File: src/design/msmg_sort_cell.sv
// one cell of the insertion sorting chain: keeps the smaller value, passes the larger on
// no dependencies
module msmg_sort_cell #(
  parameter int unsigned W = 24
) (
  input  logic         clk_i,
  input  logic         rst_ni,
  input  logic         clear_i,
  input  logic         in_valid_i,
  input  logic [W-1:0] in_data_i,
  output logic         out_valid_o,
  output logic [W-1:0] out_data_o,
  output logic [W-1:0] value_o
);

  logic         full_q;
  logic [W-1:0] val_q;
  logic         pv_q;
  logic [W-1:0] pd_q;

  always_ff @(posedge clk_i or negedge rst_ni) begin
    if (!rst_ni) begin
      full_q <= 1'b0;
      pv_q   <= 1'b0;
    end else if (clear_i) begin
      full_q <= 1'b0;
      pv_q   <= 1'b0;
    end else begin
      pv_q <= 1'b0;
      if (in_valid_i) begin
        if (!full_q) begin
          full_q <= 1'b1;
          val_q  <= in_data_i;
        end else begin
          pv_q <= 1'b1;
          if (in_data_i < val_q) begin
            val_q <= in_data_i;
            pd_q  <= val_q;
          end else begin
            pd_q <= in_data_i;
          end
        end
      end
    end
  end

  assign out_valid_o = pv_q;
  assign out_data_o  = pd_q;
  assign value_o     = val_q;

endmodule

File: src/design/msmg_median.sv
// median by a chain of sorting cells, one value fed per beat
// depends on msmg_sort_cell
module msmg_median #(
  parameter int unsigned N = 9,
  parameter int unsigned W = 24
) (
  input  logic         clk_i,
  input  logic         rst_ni,
  input  logic         clear_i,
  input  logic         in_valid_i,
  input  logic [W-1:0] in_data_i,
  output logic [W-1:0] median_o
);

  logic         cv [N+1];
  logic [W-1:0] cd [N+1];
  logic [W-1:0] cval [N];

  assign cv[0] = in_valid_i;
  assign cd[0] = in_data_i;

  for (genvar i = 0; i < N; i++) begin : g_cell
    msmg_sort_cell #(.W(W)) u_cell (
      .clk_i,
      .rst_ni,
      .clear_i,
      .in_valid_i  (cv[i]),
      .in_data_i   (cd[i]),
      .out_valid_o (cv[i+1]),
      .out_data_o  (cd[i+1]),
      .value_o     (cval[i])
    );
  end

  assign median_o = cval[N/2];

endmodule

File: config.mk
export PLATFORM = sky130hd
export DESIGN_NAME = msmg_median
export DESIGN_NICKNAME = d
export VERILOG_FILES = /design/src/design/msmg_sort_cell.sv /design/src/design/msmg_median.sv
export SDC_FILE = /design/constraint.sdc
export NUM_CORES = 1
export LEC_CHECK = 0
export ABC_AREA = 1
export BUFFER_PORTS_ARGS = -buffer_cell sky130_fd_sc_hd__buf_2
export CORE_ASPECT_RATIO = 1.2
export CORE_UTILIZATION = 55
export DETAILED_ROUTE_END_ITERATION = 12
export PLACE_DENSITY = 0.76
export SLEW_MARGIN = 20
export SYNTH_ARGS = -nofsm -noshare
export SYNTH_HDL_FRONTEND = slang
export SYNTH_SLANG_ARGS = --single-unit
File: constraint.sdc
create_clock -name clk_i -period 8.35 [get_ports clk_i]
set_input_delay 1.67 -clock clk_i [delete_from_list [all_inputs] [get_ports clk_i]]
set_output_delay 1.67 -clock clk_i [all_outputs]
set_load 0.005 [all_outputs]
==> summary.txt, run 1 <==
Status
  • Status: completed

Logic synthesis
  • Yosys top cell by area: edfxtp_1
  • Register area share after synthesis: 56.8%
  • Main combinational cell family by area after synthesis: simple AND/OR/NAND/NOR gates
  • Post-synthesis xor/xnor area fraction: 0%
  • Synth cell count leaders: nand2_1 (370), edfxtp_1 (216), inv_1 (186)
  • Flops & latches, synth: approximately 230
  • Syn Area/Cell: a little over 10 sq um
  • Syn_nets: 1308
  • Most frequent cell after synthesis: nand2_1
  • Synthesized netlist cell count: 1165
  • Post-synthesis mux area share: 0%
  • Synth area leaders: edfxtp_1 (55%), ha_1 (12%), nand2_1 (12%)
  • Synthesized area: 11800 sq um
  • Complex-gate fraction of the synthesized area: 1.82%
  • Post-synthesis simple-gate area fraction: around a fifth
  • EDFF count, synth: 216
  • Top cell type's share of synthesized area: 54.9%
  • Count of cell types in the netlist: 24
  • Ys Warns: 0
  • Synth Area in Adders: 12.2%
  • Ys async rst share: about 4%
  • Synth Flop Type: edfxtp_1

STA
  • Final period utilization: about 43%
  • Hold Violations, Final: 0
  • Slew headroom: 55.9%
  • Min Tclk post-route: 3630 ps
  • Setup TNS: 0 ps
  • Max Fclk: 0.276 GHz
  • Final setup violation count: 0
  • RSZ-0062 raised after global routing: no
  • Final setup margin: 4720 ps
  • Clock skew: 12.8 ps
  • Actual slew at the worst max-slew pin: roughly 660 ps
  • Final slew viol count: 0

Layout
  • Layout area overhead: 8.02%
  • Register Area: 6710 sq um
  • Nets@finish: 1340
  • Final Instance Count excl. Fillers: between 1000 and 1500
  • Post-route core utilization: 60.8%
  • Share of layout cells above drive strength 1: roughly a tenth
  • Antenna diodes: 0
  • Multi-input gate area: 4060 sq um
  • # fillers: 1678

Placement
  • RePlAce Congestion: 0.806
  • Inst Count DP: 1442
  • Port Buf Inserts: 51
  • Dpl hpwl: 13.8 mm
  • Setup slack at placement: about 4200 ps

Clock tree
  • Hold Buf Count CTS: 0
  • Clk_lat worst skew: ~510 ps
  • Clock Tree Buf Depth: 3
  • CTS H-tree depth: 1
  • Worst-path clk slew: 60 ps
  • CTS Root Cell: clkbuf_16
  • PostCTS Resize Cnt: 0
  • CTS tree: done
  • # Post-CTS Setup Buffers: 0
  • CTS Buf Count: 23
  • Clk sink count: 225

Die
  • Die W: 136 microns
  • DIE AREA: 22100 sq um
  • Initial Util: 56.3%
  • Std cell rows: slightly below 60
  • Ports: 52
  • Core Region: ~21000 sq um
  • Chip height: 163 microns

Drt
  • Via density: 5.03
  • Remaining DRCs: 0
  • DR iter-0 viols: 355
  • Via count: 7449
  • DRT Pass-1 Iters: 5
  • Drt total wl: 18.9 mm
  • Final ANT Viol Nets: 0
  • DR WL/cell: 12.8 microns

Global routing
  • Total global-route track usage: between 15 and 20%
  • Initial antenna violation count: 0
  • Vias in the first global route: 7520
  • GR Overflow Total: 0
  • Pin count of the biggest net entering global routing: 26
  • First-pass GRT wire length: 32.6 mm

Setup path
  • Critical Path Fanout Max: 25
  • CP Launch Type: input pin
  • WS Path Type: in2reg
  • Arrival time worst endpoint: 3800 ps
  • WP data required: 8520 ps
  • Critical Path Sink Type: flip-flop

Power and ir drop
  • Static leakage power: 5.97 nW
  • Peak supply drop: 143 uV
  • Pwr dens: 174 nW/um^2

Hold path
  • Worst hold path type: reg2reg

Job
  • Max-cap violations: 0
-- per-stage QoR --
step / instance area [sq um] / total power, mW / hold WS [ps]
2_1_floorplan: 11800 / 1.31 / 426
3_3_place_gp: 12100 / 1.33 / 436
3_5_place_dp: 12100 / 1.33 / 438
4_1_cts: 12700 / 2.25 / 452
5_1_grt: 12800 / 2.30 / 460
6_report: 12800 / 2.22 / 450
-- per-layer routing --
| layer | GRT usage (%) | vias up | wire, microns |
|---|---|---|---|
| met3 | 2.30 | 30 | 540 |
| met4 | 5.77 | 0 | 403 |
| met5 | 0 | - | 0 |
| met2 | 33.7 | 122 | 9810 |
| li1 | - | 3858 | - |
| met1 | 20.9 | 3439 | 8150 |
-- cell families (layout without fill, tap and decap cells) --
group	after synthesis	count (layout)
adder cells (fa/ha/maj)	115	115
AND/OR/NAND/NOR	551	551
buffers and inverters	235	280
AO/OA/AOI/OAI	39	39
flip-flops	225	225
-- state kept, by name, summed over array words and instances, names as in the netlist --
register and flops:
g_cell.u_cell.full_q 5, g_cell.u_cell.out_data_o 96, g_cell.u_cell.out_valid_o 4, g_cell.u_cell.value_o 120
-- final cells by class --
class | instances | area share, %
flip-flops and latches | 225 | 52.6
multi-input cells | 705 | 31.8
inverters | 186 | 5.47
clock buffers | 31 | 4.90
well taps | 270 | 2.65
repair buffers | 56 | 2.30
clock inverters | 7 | 0.245
-- layout by cell type, fill, tap and decap left out, types with 6 or more instances in the layout --
| master | instances |
|---|---|
| nor2_1 | 24 |
| edfxtp_1 | 216 |
| nand2_1 | 370 |
| buf_2 | 51 |
| ha_1 | 115 |
| nor2_4 | 8 |
| nand3_1 | 108 |
| clkbuf_1 | 6 |
| inv_1 | 186 |
| nor3_1 | 10 |
| a21oi_1 | 31 |
| nand2_2 | 12 |
| clkbuf_16 | 23 |
| dfrtp_1 | 9 |
-- power by group --
group	internal [mW]	switching (mW)	leakage (nW)
Combinational	0.0248	0.0445	3.57
Sequential	1.23	0.00448	2.07
Clock	0.520	0.396	0.325
Total	1.78	0.445	5.97
-- worst max-delay path, stage by stage --
cell	delay (ps)
buf_2	110
ha_1	300
nand2_1	90
nor2_1	60
nand2_2	100
inv_1	50
nand2_1	60
nand3_2	80
nor2_4	460
nand2_4	290
a21oi_2	190
buf_4	320
-- path summary, 6_finish.rpt --
kind	from	to	slack, ps	depth (start not counted)
setup / recovery	in_data_i[19]	g_cell[0].u_cell.value_o[4]	4720	12
hold reg to reg	g_cell[3].u_cell.out_data_o[0]	g_cell[4].u_cell.value_o[0]	450	0
max in group asynchronous	rst_ni	g_cell[4].u_cell.full_q	7140	1
setup reg to reg	g_cell[1].u_cell.out_data_o[19]	g_cell[2].u_cell.value_o[1]	5470	11
min in group asynchronous	rst_ni	g_cell[0].u_cell.out_valid_o	1010	1
hold / removal	g_cell[3].u_cell.out_data_o[0]	g_cell[4].u_cell.value_o[0]	450	0
Note: power is estimated with default switching activity, not from simulation.
==> run 2: changes to the inputs <==
--- a/config.mk
+++ b/config.mk
@@ -10,7 +10,7 @@
 export CORE_ASPECT_RATIO = 1.2
 export CORE_UTILIZATION = 55
 export DETAILED_ROUTE_END_ITERATION = 12
-export PLACE_DENSITY = 0.76
+export PLACE_DENSITY = 0.79
 export SLEW_MARGIN = 20
 export SYNTH_ARGS = -nofsm -noshare
 export SYNTH_HDL_FRONTEND = slang
==> constraint.sdc (replaced) <==
create_clock -name clk_i -period 3.1 [get_ports clk_i]
set_input_delay 0.62 -clock clk_i [delete_from_list [all_inputs] [get_ports clk_i]]
set_output_delay 0.62 -clock clk_i [all_outputs]
set_load 0.005 [all_outputs]
==> summary.txt, run 2 (synthesis results as in run 1) <==
Layout
  • Commonest non-fill, non-tap cell in the layout: nand2_1
  • Nets@finish: 1356 (+1.2%)
  • Antenna diodes: 0 (unchanged)
  • Register Area: 6710 sq um (unchanged)
  • Share of layout cells above drive strength 1: 12.0% (+1.6 points)
  • Multi-input gate area: 4040 sq um (-0.49%)
  • Layout area overhead: 9.92%
  • Max reg flops: 120 (unchanged)
  • # fillers: 1555 (-7.3%)
  • Commonest non-fill, non-tap cells in the layout: nand2_1 (370), edfxtp_1 (216), inv_1 (186)

Clock tree
  • Worst-path clk slew: 60 ps (about the same)
  • CTS H-tree depth: 1 (unchanged)
  • Clk_lat worst skew: 510 ps (about the same)
  • CTS Root Cell: clkbuf_16
  • CTS Buf Count: 23 (unchanged)
  • CTS tree: done
  • Clk sink count: 225 (unchanged)
  • Clock Tree Buf Depth: 3 (unchanged)

Hold path
  • Worst hold path type: in2reg

Job
  • Max-cap violations: 0 (unchanged)

STA
  • Final period utilization: roughly three quarters
  • Min Tclk post-route: 2310 ps
  • Actual slew at the worst max-slew pin: 322 ps (-338 ps)
  • Max Fclk: 0.432 GHz
  • Hold Violations, Final: 0 (unchanged)
  • Final setup margin: 788 ps (-3930 ps)
  • Slew headroom: 78.6% (+23 points)
  • RSZ-0062 raised after global routing: no
  • Clock skew: 26.7 ps (+13.9 ps)
  • Min Hold Slack: 318 ps (-132 ps)
  • Setup TNS: 0 ps (unchanged)
  • Final setup violation count: 0 (unchanged)
  • Final slew viol count: 0 (unchanged)

Die
  • Die W: 136 microns (unchanged)
  • Core Region: 21000 sq um (unchanged)
  • Chip height: 163 microns (unchanged)
  • Std cell rows: 58 (unchanged)
  • DIE AREA: 22100 sq um (unchanged)
  • Initial Util: 56.3% (unchanged)
  • Ports: 52 (unchanged)

Setup path
  • R2R setup slack: 790 ps (-4680 ps)
  • Critical Path Fanout Max: 25 (unchanged)
  • RR Endpoint: g_cell[3].u_cell.value_o[23]
  • CP max-delay cell: edfxtp_1
  • Arrival time worst endpoint: 2480 ps (-1320 ps)
  • CP top delay family: simple AND/OR/NAND/NOR gates
  • WS Path Type: reg2reg
  • Critical Path Sink Type: flip-flop
  • R2r worst-path depth: 11 (unchanged)
  • RR Startpoint: g_cell[2].u_cell.out_data_o[19]
  • CP Cell Sequence: ha_1 -> nand2_1 -> nor2_1 -> nand2_2 -> nor2_1 -> nand2_1 -> nand2_2 -> nor2_4 -> nand2_4 -> a21oi_2 -> buf_4
  • CP Buf/Inv Count: 1 (-2)
  • CP Launch Point: g_cell[2].u_cell.out_data_o[19]
  • WP data required: 3260 ps (-5260 ps)
  • CP endpoint: g_cell[3].u_cell.value_o[23]
  • Max stage delay on crit path: 430 ps (-30 ps)
  • CP Launch Type: flip-flop
  • Critical Path Stages: 11 (-1)

Drt
  • Via count: 7645 (+2.6%)
  • Final ANT Viol Nets: 0 (unchanged)
  • DR WL/cell: 13.0 microns (+1.7%)
  • Drt total wl: 19.5 mm (+3.1%)
  • Remaining DRCs: 0 (unchanged)
  • Via density: 5.10 (+1.3%)
  • DR iter-0 viols: 394 (+11%)
  • DRT Pass-1 Iters: 5 (unchanged)

Placement
  • Setup slack at placement: 646 ps (-3560 ps)
  • RePlAce Congestion: 0.792 (-1.7%)
  • Port Buf Inserts: 51 (unchanged)
  • Dpl hpwl: 14.8 mm (+7.5%)

Power and ir drop
  • Pwr dens: 489 nW/um^2 (+180%)
  • Static leakage power: 6.11 nW (+2.2%)
  • Peak supply drop: 427 uV (+200%)

Global routing
  • Pin count of the biggest net entering global routing: 26 (unchanged)
  • Vias in the first global route: 7709 (+2.5%)
  • Total global-route track usage: 18.7% (+0.72 points)
  • GR Overflow Total: 0 (unchanged)
  • First-pass GRT wire length: 34.0 mm (+4.1%)
  • Initial antenna violation count: 0 (unchanged)

Status
  • Status: completed
-- run 2: cell types whose count changed in the layout (fill, tap and decap cells not counted) --
cell / change
clkbuf_8: -1
nor2_4: -4
inv_6: +1
dlygate4sd3_1: +1
clkinv_2: +2
bufinv_16: +4
buf_4: +15
clkinvlp_4: +1
nor2_2: +4
clkinv_1: -2
clkbuf_1: -1
-- run 2: area by class of cell --
cell class	count	share of cell area [%]
flip-flops and latches	225	51.7
multi-input cells	705	31.1
inverters	186	5.38
clock buffers	29	4.69
repair buffers	72	3.20
well taps	270	2.60
clock inverters	13	1.31
-- run 2: worst min-delay path by stage --
stage,start,end,slack (ps),depth (start not counted)
final,in_data_i[12],g_cell[0].u_cell.value_o[12],320,1
after CTS,in_data_i[12],g_cell[0].u_cell.value_o[12],300,1
after detailed placement,g_cell[3].u_cell.out_data_o[23],g_cell[4].u_cell.value_o[23],440,0
after global routing,in_data_i[9],g_cell[0].u_cell.value_o[9],300,1
after floorplan,rst_ni,g_cell[0].u_cell.full_q,320,0
after global placement,g_cell[3].u_cell.out_data_o[0],g_cell[4].u_cell.value_o[0],430,0
-- run 2: layer usage --
metal | vias up | part of all wire, % | track usage (%)
li1 | 3897 | - | -
met1 | 3493 | 41 | 21.6
met2 | 208 | 52 | 34.6
met3 | 47 | 3.9 | 2.71
met4 | 0 | 2.6 | 6.79
met5 | - | 0 | 0
-- run 2: repair_timing --
action,in CTS,in global routing
endpoints found under the setup margin,0,0
resized for setup,0,0
hold endpoints to repair,9,0
hold buffers,1,0
buffers inserted,0,0
-- run 2: power breakdown --
part           switching [mW]  total, mW  leakage [nW]  internal (mW)
Sequential             0.0124       3.34          2.07           3.33
Combinational           0.122      0.194          3.65         0.0722
Clock                    1.09       2.82         0.383           1.73
Total                    1.22       6.35          6.11           5.12
-- run 2: per-stage QoR --
step	total power [mW]	util, %	instance area, sq um	cells
3_3_place_gp	3.58	58.1	12200	1457
3_5_place_dp	3.59	58.1	12200	1457
6_report	6.35	61.9	13000	1500
4_1_cts	6.42	61.9	13000	1500
5_1_grt	6.57	61.9	13000	1500
2_1_floorplan	3.53	-	11800	1165
==> run 3: changes to the inputs <==
--- a/config.mk
+++ b/config.mk
@@ -10,7 +10,7 @@
 export CORE_ASPECT_RATIO = 1.2
 export CORE_UTILIZATION = 55
 export DETAILED_ROUTE_END_ITERATION = 12
-export PLACE_DENSITY = 0.79
+export PLACE_DENSITY = 0.76
 export SLEW_MARGIN = 20
 export SYNTH_ARGS = -nofsm -noshare
 export SYNTH_HDL_FRONTEND = slang
==> constraint.sdc (replaced) <==
create_clock -name clk_i -period 2.3 [get_ports clk_i]
set_input_delay 0.46 -clock clk_i [delete_from_list [all_inputs] [get_ports clk_i]]
set_output_delay 0.46 -clock clk_i [all_outputs]
set_load 0.005 [all_outputs]
==> summary.txt, run 3 (synthesis results as in run 1) <==
STA
  • Hold Violations, Final: 0 (unchanged)
  • Clock skew: 22.2 ps (-4.47 ps)
  • Final slew viol count: 0 (unchanged)
  • Final period utilization: 91.9% (+17 points)
  • Actual slew at the worst max-slew pin: 319 ps (-2.32 ps)
  • Final setup violation count: 0 (unchanged)
  • RSZ-0062 raised after global routing: no
  • Max Fclk: 0.473 GHz (+9.3%)
  • Slew headroom: 78.7% (+0.15 points)
  • Min Tclk post-route: 2110 ps (-198 ps)

Power and ir drop
  • Peak supply drop: 619 uV (+45%)
  • Static leakage power: 6.20 nW (+1.5%)
  • Pwr dens: 682 nW/um^2 (+40%)

Job
  • Max-cap violations: 0 (unchanged)

Setup path
  • WP data required: 2520 ps (-740 ps)
  • Arrival time worst endpoint: 2330 ps (-150 ps)
  • Critical Path Fanout Max: 24 (-4.0%)
  • CP Launch Type: flip-flop
  • CP Launch Point: g_cell[1].u_cell.out_data_o[5]
  • RR Startpoint: g_cell[1].u_cell.out_data_o[5]
  • CP Cell Sequence: ha_1 -> a21oi_1 -> nor2_1 -> nor3_1 -> nand2_1 -> nand2_2 -> nand2_4 -> a21oi_4 -> buf_12
  • WS Path Type: reg2reg
  • CP max-delay cell: edfxtp_1
  • Critical Path Sink Type: flip-flop
  • Max stage delay on crit path: 420 ps (about the same)

Global routing
  • Total global-route track usage: 18.7% (about the same)
  • First-pass GRT wire length: 33.8 mm (-0.39%)
  • Vias in the first global route: 7607 (-1.3%)
  • Pin count of the biggest net entering global routing: 25 (-3.8%)
  • Initial antenna violation count: 0 (unchanged)
  • GR Overflow Total: 0 (unchanged)

Clock tree
  • CTS Buf Count: 24 (+4.3%)
  • Clock Tree Buf Depth: 3 (unchanged)
  • PostCTS Resize Cnt: 0 (unchanged)
  • Worst-path clk slew: 60 ps (about the same)
  • Clk sink count: 225 (unchanged)
  • CTS tree: done
  • CTS Root Cell: clkbuf_16
  • Clk_lat worst skew: 520 ps (about the same)
  • CTS H-tree depth: 1 (unchanged)

Drt
  • DR WL/cell: 13.0 microns (-0.28%)
  • Via density: 5.04 (-1.2%)
  • Final ANT Viol Nets: 0 (unchanged)
  • Via count: 7571 (-0.97%)
  • DR iter-0 viols: 368 (-6.6%)
  • Remaining DRCs: 0 (unchanged)
  • DRT Pass-1 Iters: 5 (unchanged)
  • Drt total wl: 19.5 mm (about the same)

Die
  • Ports: 52 (unchanged)
  • Die W: 136 microns (unchanged)
  • Initial Util: 56.3% (unchanged)
  • Std cell rows: 58 (unchanged)
  • Core Region: 21000 sq um (unchanged)
  • DIE AREA: 22100 sq um (unchanged)
  • Chip height: 163 microns (unchanged)

Layout
  • Register Area: 6710 sq um (unchanged)
  • Final Cell Area: 13400 sq um (+3.2%)
  • Max reg flops: 120 (unchanged)
  • Post-route core utilization: 63.9% (+2.0 points)
  • Multi-input gate area: 4260 sq um (+5.5%)
  • Commonest non-fill, non-tap cells in the layout: nand2_1 (366), edfxtp_1 (216), inv_1 (186)
  • Antenna diodes: 0 (unchanged)
  • Nets@finish: 1358 (+0.15%)
  • Commonest non-fill, non-tap cell in the layout: nand2_1
  • Share of layout cells above drive strength 1: 13.7% (+1.8 points)
  • Layout area overhead: 13.5%
  • # fillers: 1582 (+1.7%)

Status
  • Status: completed

Placement
  • RePlAce Congestion: 0.799 (+0.88%)
  • Placed cell area: 12500 sq um (+2.4%)
  • Dpl hpwl: 14.1 mm (-4.4%)
  • Port Buf Inserts: 51 (unchanged)

Hold path
  • Hold path start: in_data_i[6]
  • Worst hold path type: in2reg
run 3: changes by cell type in the layout (fill, tap and decap cells not counted), moves of 2 or more:
cell / change
a21oi_2: -5
a21oi_4: +5
buf_12: +5
buf_4: -4
bufinv_16: +4
clkbuf_1: -2
clkinv_1: +3
clkinv_2: -3
ha_1: -13
ha_4: +13
nand2_1: -4
nand2_2: +4
nand3_1: -2
nand3_2: +2
run 3: worst paths after layout:
| path | depth (start not counted) | slack (ps) | to |
|---|---|---|---|
| min | 1 | 150 | g_cell[0].u_cell.value_o[6] |
| min in group asynchronous | 2 | 330 | g_cell[1].u_cell.full_q |
| max in group asynchronous | 2 | 1780 | g_cell[3].u_cell.out_valid_o |
| max | 9 | 190 | g_cell[2].u_cell.value_o[21] |
| max reg2reg | 9 | 190 | g_cell[2].u_cell.value_o[21] |
| min reg2reg | 0 | 450 | g_cell[4].u_cell.value_o[6] |
run 3: what timing repair did:
action                                 in CTS  in global routing
hold buffers                                1                  0
setup buffers                               0                  0
endpoints found under the hold margin       9                  0
run 3: layout make-up:
class	instances	share of cell area (%)
Inverter	186	5.21
Multi-Input combinational cell	705	31.8
Clock buffer	27	4.57
Timing Repair Buffer	73	3.62
Tap cell	270	2.52
Sequential cell	225	50.1
Clock inverter	17	2.19
run 3: through the flow:
| stage | worst slack, ps | std cells | TNS [ps] | total power [mW] | hold WS [ps] |
|---|---|---|---|---|---|
| 6_report | 185 | 1503 | 0 | 9.14 | 148 |
| 3_3_place_gp | 58.9 | 1458 | 0 | 4.86 | 322 |
| 3_5_place_dp | 23.9 | 1458 | 0 | 4.88 | 329 |
| 2_1_floorplan | -22.0 | 1165 | -1240 | 4.78 | 164 |
| 4_1_cts | 154 | 1503 | 0 | 9.23 | 125 |
| 5_1_grt | 21.5 | 1503 | 0 | 9.44 | 133 |
run 3: per-layer routing:
metal / global-route usage (%) / vias to the layer above / share of wire (%)
met5: 0 / - / 0
met4: 6.69 / 0 / 2.7
met3: 2.65 / 50 / 3.1
met2: 34.9 / 128 / 53
met1: 21.4 / 3485 / 41
li1: - / 3908 / -
run 3: report_power, final:
| group | total, mW | internal, mW | switching (mW) | leakage (nW) |
|---|---|---|---|---|
| sequential | 4.50 | 4.48 | 0.0160 | 2.07 |
| clock | 4.36 | 2.81 | 1.54 | 0.437 |
| combinational | 0.290 | 0.114 | 0.175 | 3.68 |
| total | 9.14 | 7.41 | 1.74 | 6.20 |
run 3: critical path: cells and delay by family (launching register included):
family                     cells  cell delay [ps]
DFF                            1              420
adders and majority gates      1              330
buffers and inverters          1              190
and+or+nand+nor                5              520
AOI/OAI and AO/OA              2              330
